<file path="config.mk">
export PLATFORM = sky130hd
export DESIGN_NAME = rpfa_ctrl
export DESIGN_NICKNAME = d
export VERILOG_FILES = /design/src/rtl/core/rpfa_pkg.sv /design/src/rtl/core/rpfa_ctrl.sv
export SDC_FILE = /design/constraint.sdc
export NUM_CORES = 1
export LEC_CHECK = 0
export ABC_CLOCK_PERIOD_IN_PS = 1510
export BUFFER_PORTS_ARGS = -buffer_cell sky130_fd_sc_hd__buf_4
export CAP_MARGIN = 10
export CORE_AREA = 3 3 40 42
export DETAILED_ROUTE_END_ITERATION = 8
export DIE_AREA = 0 0 43 45
export GPL_TIMING_DRIVEN = 1
export SETUP_SLACK_MARGIN = 0.02
export SLEW_MARGIN = 20
export SYNTH_ARGS = -nofsm -noshare
export SYNTH_HDL_FRONTEND = slang
export SYNTH_SLANG_ARGS = --single-unit
</file>
<file path="constraint.sdc">
create_clock -name clk -period 1.51 [get_ports clk]
set_input_delay 0.302 -clock clk [delete_from_list [all_inputs] [get_ports clk]]
set_output_delay 0.302 -clock clk [all_outputs]
set_load 0.01 [all_outputs]
</file>
<file path="src/rtl/core/rpfa_pkg.sv">
// Package for the reference-counted page frame allocator core.
// Holds sizes, operation and status codes, and the word and control types.
// No dependencies.
package rpfa_pkg;

    localparam int PAGES = 1024;
    localparam int AW = $clog2(PAGES);
    localparam int CW = AW + 1;

    localparam logic [1:0] FN_ALLOC = 2'd0;
    localparam logic [1:0] FN_FREE  = 2'd1;
    localparam logic [1:0] FN_SHARE = 2'd2;

    localparam logic [1:0] ST_OK      = 2'd0;
    localparam logic [1:0] ST_NOSPACE = 2'd1;
    localparam logic [1:0] ST_BAD     = 2'd2;

    localparam logic [1:0] CFG_BASE  = 2'd0;
    localparam logic [1:0] CFG_TOTAL = 2'd1;
    localparam logic [1:0] CFG_RESV  = 2'd2;

    localparam logic [1:0] FIN_BAD     = 2'd0;
    localparam logic [1:0] FIN_NOSPACE = 2'd1;
    localparam logic [1:0] FIN_ALLOC   = 2'd2;
    localparam logic [1:0] FIN_TARGET  = 2'd3;

    typedef struct packed {
        logic [1:0]  func;
        logic [10:0] page_count;
        logic [20:0] frame_number;
    } cmd_t;

    typedef struct packed {
        logic [1:0]  status;
        logic [20:0] result_frame;
        logic [10:0] released_pages;
        logic [7:0]  owners_after;
    } rsp_t;

    typedef struct packed {
        logic       init_clr;
        logic       load;
        logic       scan;
        logic       walk;
        logic       upd;
        logic       fin;
        logic [1:0] fin_kind;
    } ctl_t;

    typedef struct packed {
        logic       init_last;
        logic       bad;
        logic [1:0] func;
        logic       found;
        logic       exhausted;
        logic       walk_last;
        logic       need_clear;
    } sts_t;

endpackage

</file>
<file path="src/rtl/core/rpfa_ctrl.sv">
// Sequencing state machine of the page frame allocator core.
// Depends on rpfa_pkg; drives the datapath through ctl_t and reads sts_t.
module rpfa_ctrl (
    input  logic           clk,
    input  logic           rst_n,
    input  logic           start,
    output logic           busy,
    input  rpfa_pkg::sts_t sts,
    output rpfa_pkg::ctl_t ctl
);
    import rpfa_pkg::*;

    localparam logic [2:0] S_INIT = 3'd0;
    localparam logic [2:0] S_IDLE = 3'd1;
    localparam logic [2:0] S_CHK  = 3'd2;
    localparam logic [2:0] S_SCAN = 3'd3;
    localparam logic [2:0] S_MARK = 3'd4;
    localparam logic [2:0] S_TUPD = 3'd5;
    localparam logic [2:0] S_CLR  = 3'd6;
    localparam logic [2:0] S_FIN  = 3'd7;

    logic [2:0] state_reg;
    logic [2:0] state_next;

    always_ff @(posedge clk or negedge rst_n)
    begin
        if (!rst_n)
        begin
            state_reg <= S_INIT;
        end
        else
        begin
            state_reg <= state_next;
        end
    end

    assign busy = (state_reg != S_IDLE);

    always_comb
    begin
        state_next = state_reg;
        ctl = '0;
        case (state_reg)
            S_INIT:
            begin
                ctl.init_clr = 1'b1;
                if (sts.init_last)
                begin
                    state_next = S_IDLE;
                end
            end
            S_IDLE:
            begin
                if (start)
                begin
                    ctl.load = 1'b1;
                    state_next = S_CHK;
                end
            end
            S_CHK:
            begin
                if (sts.bad)
                begin
                    ctl.fin = 1'b1;
                    ctl.fin_kind = FIN_BAD;
                    state_next = S_IDLE;
                end
                else if (sts.func == FN_ALLOC)
                begin
                    state_next = S_SCAN;
                end
                else
                begin
                    state_next = S_TUPD;
                end
            end
            S_SCAN:
            begin
                ctl.scan = 1'b1;
                if (sts.found)
                begin
                    state_next = S_MARK;
                end
                else if (sts.exhausted)
                begin
                    ctl.fin = 1'b1;
                    ctl.fin_kind = FIN_NOSPACE;
                    state_next = S_IDLE;
                end
            end
            S_MARK:
            begin
                ctl.walk = 1'b1;
                if (sts.walk_last)
                begin
                    ctl.fin = 1'b1;
                    ctl.fin_kind = FIN_ALLOC;
                    state_next = S_IDLE;
                end
            end
            S_TUPD:
            begin
                ctl.upd = 1'b1;
                state_next = sts.need_clear ? S_CLR : S_FIN;
            end
            S_CLR:
            begin
                ctl.walk = 1'b1;
                if (sts.walk_last)
                begin
                    state_next = S_FIN;
                end
            end
            S_FIN:
            begin
                ctl.fin = 1'b1;
                ctl.fin_kind = FIN_TARGET;
                state_next = S_IDLE;
            end
            default:
            begin
                state_next = S_INIT;
            end
        endcase
    end

endmodule

</file>
==> flow_summary.json, run 1 <==
{
  "violations": "negative setup slack",
  "hold_depth": 3,
  "cellPowerDensity_nw_per_um2": 1846,
  "die_w_um": 43,
  "slew_headroom": 0.8409,
  "gp_congestion": 0.8134,
  "r2r_start": "state_reg[0]",
  "numCtsBuffers": 3,
  "cts_max_path_buffers": 2,
  "drc": 0,
  "finalWirelength_um": 998,
  "routed.top_layer": "met4",
  "port_buffers": 19,
  "rrSetupSlack_ps": 150,
  "grt_usage": 0.1183,
  "wl_met3_um": 69,
  "synth_warnings": 0,
  "netlist_area_sq_um": 331.6,
  "setup_viol": 6,
  "cts_root_buffer": "clkbuf_4",
  "maxCapViolCount": 0,
  "clock_latency_ps": 230,
  "grt_pass1_vias": 400,
  "die_y_um": 45,
  "layout_commonest_cell": "buf_4",
  "status": "finished, violations left",
  "rows": 13,
  "yosys.area.top_type_share": 0.2264,
  "holdCritStartpoint": "sts[4]",
  "critPathMaxFanout": 7,
  "hold_violations": 0,
  "timing.final.crit_share": 1.057,
  "slew_viol_final": 0,
  "fin_ws_ps": -86.01,
  "dieArea_sq_um": 1935,
  "path_class": "reg -> out",
  "synth.largest_area_cell": "dfrtp_1",
  "core_sq_um": 1285,
  "diodes": 0,
  "ant_nets": 0,
  "min_path_type": "in -> reg",
  "viasPerCell": 4.782,
  "vias": 416,
  "syn_avg_cell_area_sq_um": 8.087,
  "layout-drive-gt1-share": 0.5833,
  "ys_ff_latch": 3,
  "holdPathEnd": "state_reg[2]",
  "first_iter_violations": 4,
  "end_kind": "output pin",
  "grt_overflow": 0,
  "syn2layout_area_growth_pct": 88.30,
  "fmax_mhz": 626.6,
  "routedWlPerCell_um": 11.47,
  "critPathArrivalTime_ps": 1290,
  "worst_slew_pin_slew_ps": 236.8,
  "cp.required_ps": 1210,
  "cts.htree.levels": 1,
  "clk_pin_slew_ps": 40,
  "p_leak_nw": 0.3094,
  "io_pins": 20,
  "cts_tree": "built",
  "ir_drop_mv": 0.7313,
  "drt-pass1-iter-count": 4,
  "rsz0062_at_grt": "true",
  "final_cell_mix": "23 x buf_4, 6 x buf_6, 4 x nor2_1",
  "grt_max_degree": 9,
  "synth_nets": 52,
  "critPathLaunchType": "flop",
  "wl_met1_um": 419,
  "skew_ps": 3.475,
  "antenna_found_initial": 0,
  "hold_slack_ps": 383.6,
  "largest_reg_flops": 3,
  "cts.sink_count": 3,
  "fin_total_pwr_mw": 1.153,
  "ff2ff_path_depth": 5,
  "ys_types": 24,
  "netlist_top_cells_area": "dfrtp_1 23%, and3b_1 7.9%, nor2_1 6.8%",
  "nets": 84,
  "ys_seq_area_frac": 0.2264,
  "syn_inst": 41,
  "start_util": 0.2580,
  "hpwlAfterDp_um": 722.5,
  "r2r-end": "state_reg[2]",
  "wl_met2_um": 472,
  "finalCriticalPeriod_ps": 1596,
  "grt_pass1_wl_um": 1662
}
-- cell usage after synthesis, drive strengths merged --
cell,count
nand2b,1
mux2i,1
nand3b,2
dfrtp,3
o21ai,1
buf,3
o211ai,2
nor3,4
inv,1
and2b,1
and2,1
and3b,3
a21bo,1
or3b,1
nor4,1
nor2,7
nand2,1
o31ai,1
o31a,1
nand3,1
nor2b,2
a22o,2
-- how the worst max path moves through the flow --
stage,endpoint,depth (start not counted),startpoint,slack [ps]
floorplan,ctl[6],2,state_reg[2],150
global placement,ctl[2],4,state_reg[0],90
detailed placement,ctl[2],4,state_reg[0],50
CTS,ctl[2],4,state_reg[0],-90
global route,ctl[2],4,state_reg[0],-140
finish,ctl[2],4,state_reg[0],-90
-- timing repair --
item                                   4_1_cts  5_1_grt
gates resized for setup                      8        7
hold buffers                                 1        0
pin swaps                                    3        1
setup endpoints to repair                    6        9
endpoints found under the hold margin        3        0
setup buffers                                4        1
-- layout make-up --
cell class | instances | area, sq um
fillers | 123 | 660.6
inverters | 1 | 3.754
flip-flops and latches | 3 | 77.57
multi-input cells | 34 | 247.7
well taps | 15 | 18.77
repair buffers | 30 | 250.2
clock buffers | 4 | 26.28
-- routing by layer --
metal / track usage / vias to the layer above
li1: - / 210
met1: 0.1280 / 186
met2: 0.1976 / 16
met3: 0.03187 / 4
met4: 0.09036 / 0
met5: 0 / -
-- cell families (layout without fill, tap and decap cells) --
family | after synthesis | after routing | synth area share
simple gates | 25 | 25 | 0.4604
compound gates | 8 | 8 | 0.1924
buf+inv | 4 | 35 | 0.09054
flops | 3 | 3 | 0.2264
mux | 1 | 1 | 0.03019
-- power breakdown --
part | switching [mW] | internal [mW] | total, mW
Combinational | 0.342 | 0.491 | 0.833
Clock | 0.0386 | 0.0988 | 0.137
Sequential | 0.0601 | 0.122 | 0.183
Total | 0.441 | 0.712 | 1.15
-- critical path: stages (launching register included) --
cell,delay (ps)
dfrtp_2,440
nand2_2,80
a21bo_1,200
a22o_1,220
buf_6,120
-- metrics by stage --
step	util	cell area [sq um]	worst slack (ps)	setup TNS, ps	instances
5_1_grt	0.4859	624.3	-140.1	-704.1	87
3_3_place_gp	0.3982	511.7	89.14	0	78
6_report	0.4859	624.3	-86.01	-305.4	87
3_5_place_dp	0.3982	511.7	54.70	0	78
2_1_floorplan	-	331.6	154.7	0	41
4_1_cts	0.4684	601.8	-85.36	-296.8	87
Power figures use the tool's default switching activity.
==> inputs of run 2 (changes only) <==
Settings changed: SETUP_SLACK_MARGIN 0.02 to 0.15.
==> run 2 against run 1 <==
The flow still finishes with violations (negative setup slack). Hold slack lost 3.8 ps. Global-route usage is the same. First-iteration DRC count shrank 75%. Sequential share of layout area shrank 0.43 points. Maximum frequency grew 0.46%. Non-clock buffer count grew 2. Sequential power is essentially flat.
==> flow_summary.json, run 2 (same netlist as run 1, synthesis figures left out) <==
{
  "finalWirelength_um": 1003,
  "fillers": 118,
  "holdCritStartpoint": "sts[4]",
  "placedCellCount": 78,
  "nets": 86,
  "finalCriticalPeriod_ps": 1589,
  "cts.htree.levels": 1,
  "slew_viol_final": 0,
  "layout_commonest_cell": "buf_4",
  "cellPowerDensity_nw_per_um2": 1840,
  "ant_nets": 0,
  "die_y_um": 45,
  "min_path_type": "in -> reg",
  "violations": "negative setup slack",
  "drt-pass1-iter-count": 4,
  "critPathArrivalTime_ps": 1290,
  "dieArea_sq_um": 1935,
  "port_buffers": 19,
  "first_iter_violations": 1,
  "layout-drive-gt1-share": 0.5946,
  "drc": 0,
  "routedWlPerCell_um": 11.27,
  "cts_tree": "built",
  "slew_headroom": 0.8410,
  "hpwlAfterDp_um": 722.5,
  "rows": 13,
  "end_kind": "output pin",
  "critical-path-slowest-cell": "dfrtp_2",
  "cp.required_ps": 1210,
  "clk_pin_slew_ps": 40,
  "core_sq_um": 1285,
  "grt_pass1_vias": 400,
  "post-route-cell-area_sq_um": 646.9,
  "cp-startpoint": "state_reg[0]",
  "fmax_mhz": 629.5,
  "grt_max_degree": 9,
  "hold_violations": 0,
  "grt_pass1_wl_um": 1662,
  "critPathLaunchType": "flop",
  "dpl_cell_area_sq_um": 511.7,
  "grt_overflow": 0,
  "cts_max_path_buffers": 2,
  "viasPerCell": 4.753,
  "max_stage_delay_ps": 440,
  "path_class": "reg -> out",
  "gp_congestion": 0.8134,
  "die_w_um": 43,
  "largest_reg_flops": 3,
  "numCtsBuffers": 3,
  "maxCapViolCount": 0,
  "syn2layout_area_growth_pct": 95.09,
  "cp_cell_sequence": "nand2_2 > a21bo_1 > a22o_1 > buf_6",
  "diodes": 0,
  "r2r_start": "state_reg[0]",
  "rsz0062_at_grt": "true",
  "vias": 423,
  "cts_root_buffer": "clkbuf_4",
  "fin_ws_ps": -78.69,
  "io_pins": 20,
  "worst_slew_pin_slew_ps": 236.6,
  "start_util": 0.2580,
  "critPathMaxFanout": 7,
  "p_leak_nw": 0.3213,
  "ir_drop_mv": 0.7294,
  "final_cells": 89,
  "fin_total_pwr_mw": 1.191,
  "status": "finished, violations left",
  "skew_ps": 3.888,
  "grt_usage": 0.1183,
  "timing.final.crit_share": 1.052,
  "cts.sink_count": 3,
  "clock_latency_ps": 230,
  "final_cell_mix": "23 x buf_4, 8 x buf_6, 4 x nor2_1",
  "utilization": 0.5034,
  "antenna_found_initial": 0,
  "setup_viol": 7
}
## run 2: worst max-delay path: cells and delay by family, from the launching register on
kind | cells | cell delay [ps]
flops | 1 | 440
compound gates | 2 | 420
buf+inv | 1 | 120
simple gates | 1 | 80
## run 2: path summary, 6_finish.rpt
kind / end / slack, ps / cells past startpoint
min reg2reg: state_reg[2] / 760 / 3
min in group asynchronous: state_reg[0] / 400 / 2
max in group asynchronous: state_reg[1] / 1000 / 2
max: ctl[2] / -80 / 4
min: state_reg[2] / 380 / 3
max reg2reg: state_reg[2] / 190 / 5
## run 2: report_power, final
part           internal [mW]  total, mW  switching, mW
clock                 0.0988      0.138         0.0389
sequential             0.122      0.182         0.0597
combinational          0.523      0.871          0.348
## run 2: layer usage
layer | global-route usage | part of all wire | vias up
met5 | 0 | 0 | -
met2 | 0.1976 | 0.49 | 16
li1 | - | - | 213
met1 | 0.1280 | 0.40 | 190
met3 | 0.03187 | 0.069 | 4
met4 | 0.09036 | 0.036 | 0
## run 2: final cells by class
| class | count | area (sq um) | share of cell area |
|---|---|---|---|
| Clock buffer | 4 | 26.28 | 0.04062 |
| Inverter | 1 | 3.754 | 0.005803 |
| Multi-Input combinational cell | 34 | 247.7 | 0.3830 |
| Sequential cell | 3 | 77.57 | 0.1199 |
| Tap cell | 15 | 18.77 | 0.02901 |
| Timing Repair Buffer | 32 | 272.8 | 0.4217 |
## run 2: per-stage QoR
stage                     hold slack (ps)  TNS (ps)  setup WS, ps
after floorplan                     6.409         0         154.7
after global placement              92.44         0         89.14
after detailed placement            92.63         0         54.70
after CTS                           346.0    -296.8        -85.36
after global routing                388.6    -796.2        -131.7
final                               379.8    -341.3        -78.69
## run 2: what timing repair did
item | in CTS | in global routing
hold endpoints to repair | 3 | 0
resized for setup | 8 | 9
pin swaps | 3 | 1
gates cloned | 0 | 0
endpoints found under the setup margin | 9 | 9
buffers inserted | 4 | 2
hold buffers | 1 | 0
==> inputs of run 3 (changes only) <==
Settings changed: CORE_AREA 3 3 40 42 to 2 2 39 41, DIE_AREA 0 0 43 45 to 0 0 41 43, TNS_END_PERCENT set to 30.
==> run 3 against run 2 <==
The run still ends with negative setup slack left. Hold slack got worse by 42 ps. Clock power rose by 5%. Cell area fell by 6.0%. Power fell by 6.2%. Via count fell by 2.8%. Clock-buffer cell count did not move. Critical endpoint is now ctl[6].
==> flow_summary.json, run 3 (same netlist as run 1, synthesis figures left out) <==
{
  "regArea_sq_um": 77.57,
  "nets": 84,
  "slew_headroom": 0.8481,
  "skew_ps": 1.468,
  "numCtsBuffers": 3,
  "rows": 14,
  "gp_congestion": 0.8197,
  "grt_pass1_vias": 377,
  "multi_input_area_sq_um": 234.0,
  "final_cell_mix": "24 x buf_4, 6 x nor2_1, 5 x buf_6",
  "start_util": 0.2396,
  "rsz0062_at_grt": "true",
  "grt_pass1_wl_um": 1469,
  "cts_root_buffer": "clkbuf_4",
  "syn2layout_area_growth_pct": 83.40,
  "cts.sink_count": 3,
  "slew_viol_final": 0,
  "cts.htree.levels": 1,
  "clock_latency_ps": 240,
  "fin_ws_ps": -139.8,
  "critPathArrivalTime_ps": 1350,
  "largest_reg_flops": 3,
  "vias": 411,
  "layout-drive-gt1-share": 0.5278,
  "cp.required_ps": 1210,
  "finalCriticalPeriod_ps": 1650,
  "drc": 0,
  "critical-path-slowest-cell": "dfrtp_2",
  "hpwlAfterDp_um": 683.4,
  "p_leak_nw": 0.3077,
  "port_buffers": 19,
  "clk_pin_slew_ps": 40,
  "critPathMaxFanout": 6,
  "drt-pass1-iter-count": 3,
  "layout_commonest_cell": "buf_4",
  "min_path_type": "in -> reg",
  "maxCapViolCount": 0,
  "first_iter_violations": 7,
  "io_pins": 20,
  "viasPerCell": 4.670,
  "placedCellCount": 79,
  "antenna_found_initial": 0,
  "timing.final.crit_share": 1.093,
  "fmax_mhz": 606.1,
  "path_class": "reg -> out",
  "grt_max_degree": 10,
  "status": "finished, violations left",
  "dpl_cell_area_sq_um": 513.0,
  "dieArea_sq_um": 1763,
  "cts_tree": "built",
  "setup_viol": 6,
  "grt_usage": 0.1307,
  "final_cells": 88,
  "diodes": 0,
  "violations": "negative setup slack",
  "routedWlPerCell_um": 10.68,
  "worst_slew_pin_slew_ps": 226.1,
  "hold_slack_ps": 338.2,
  "post-route-cell-area_sq_um": 608.1,
  "max_stage_delay_ps": 410,
  "die_y_um": 43,
  "setup_tns_ps": -417.8,
  "critPathLaunchType": "flop",
  "hold_violations": 0,
  "ant_nets": 0,
  "core_sq_um": 1384,
  "grt_overflow": 0,
  "end_kind": "output pin",
  "finalWirelength_um": 940,
  "cellPowerDensity_nw_per_um2": 1837,
  "ir_drop_mv": 0.5413,
  "fin_total_pwr_mw": 1.117,
  "cp_cell_sequence": "buf_6 > or3b_4 > nor2_1 > buf_4",
  "cts_max_path_buffers": 2,
  "fillers": 151,
  "die_w_um": 41
}
==> run 3: report_power, final <==
part	switching [mW]	internal, mW
logic	0.314	0.477
registers	0.0578	0.122
clock network	0.0458	0.0993
total	0.418	0.699
==> run 3: final cells by class <==
| class | instances | area share |
|---|---|---|
| clock buffer | 4 | 0.04321 |
| timing repair buffer | 30 | 0.4053 |
| tap | 16 | 0.03292 |
| inverter | 1 | 0.006173 |
| multi-input combinational | 34 | 0.3848 |
| sequential | 3 | 0.1276 |
==> run 3: final timing paths <==
check	slack (ps)	end	depth (start not counted)	start
max	-140	ctl[6]	4	state_reg[0]
min	340	state_reg[2]	3	sts[4]
max reg2reg	380	state_reg[1]	4	state_reg[2]
min reg2reg	620	state_reg[2]	2	state_reg[1]
max in group asynchronous	1010	state_reg[1]	2	rst_n
min in group asynchronous	390	state_reg[0]	2	rst_n
==> run 3: critical path: cells and delay by family (launching register included) <==
kind,cells,cell delay (ps)
buf+inv,2,240
flops,1,410
simple gates,2,460
==> run 3: per-stage QoR <==
stage,utilization,setup WS [ps]
after floorplan,-,154.7
after global placement,0.3707,73.38
after detailed placement,0.3707,57.65
after CTS,0.4394,-143.5
after global routing,0.4394,-184.9
final,0.4394,-139.8
==> run 3: routing by layer <==
metal,GRT usage,share of wire,vias to the layer above
li1,-,-,210
met3,0.04188,0.062,2
met4,0.1200,0.017,0
met1,0.1290,0.38,184
met5,0,0,-
met2,0.2000,0.54,15
==> run 3: repair_timing <==
action | CTS | global route
buffers inserted | 4 | 0
resized for setup | 10 | 0
endpoints found under the hold margin | 3 | 0
endpoints found under the setup margin | 9 | 9
pin swaps | 1 | 0
hold buffers | 1 | 0
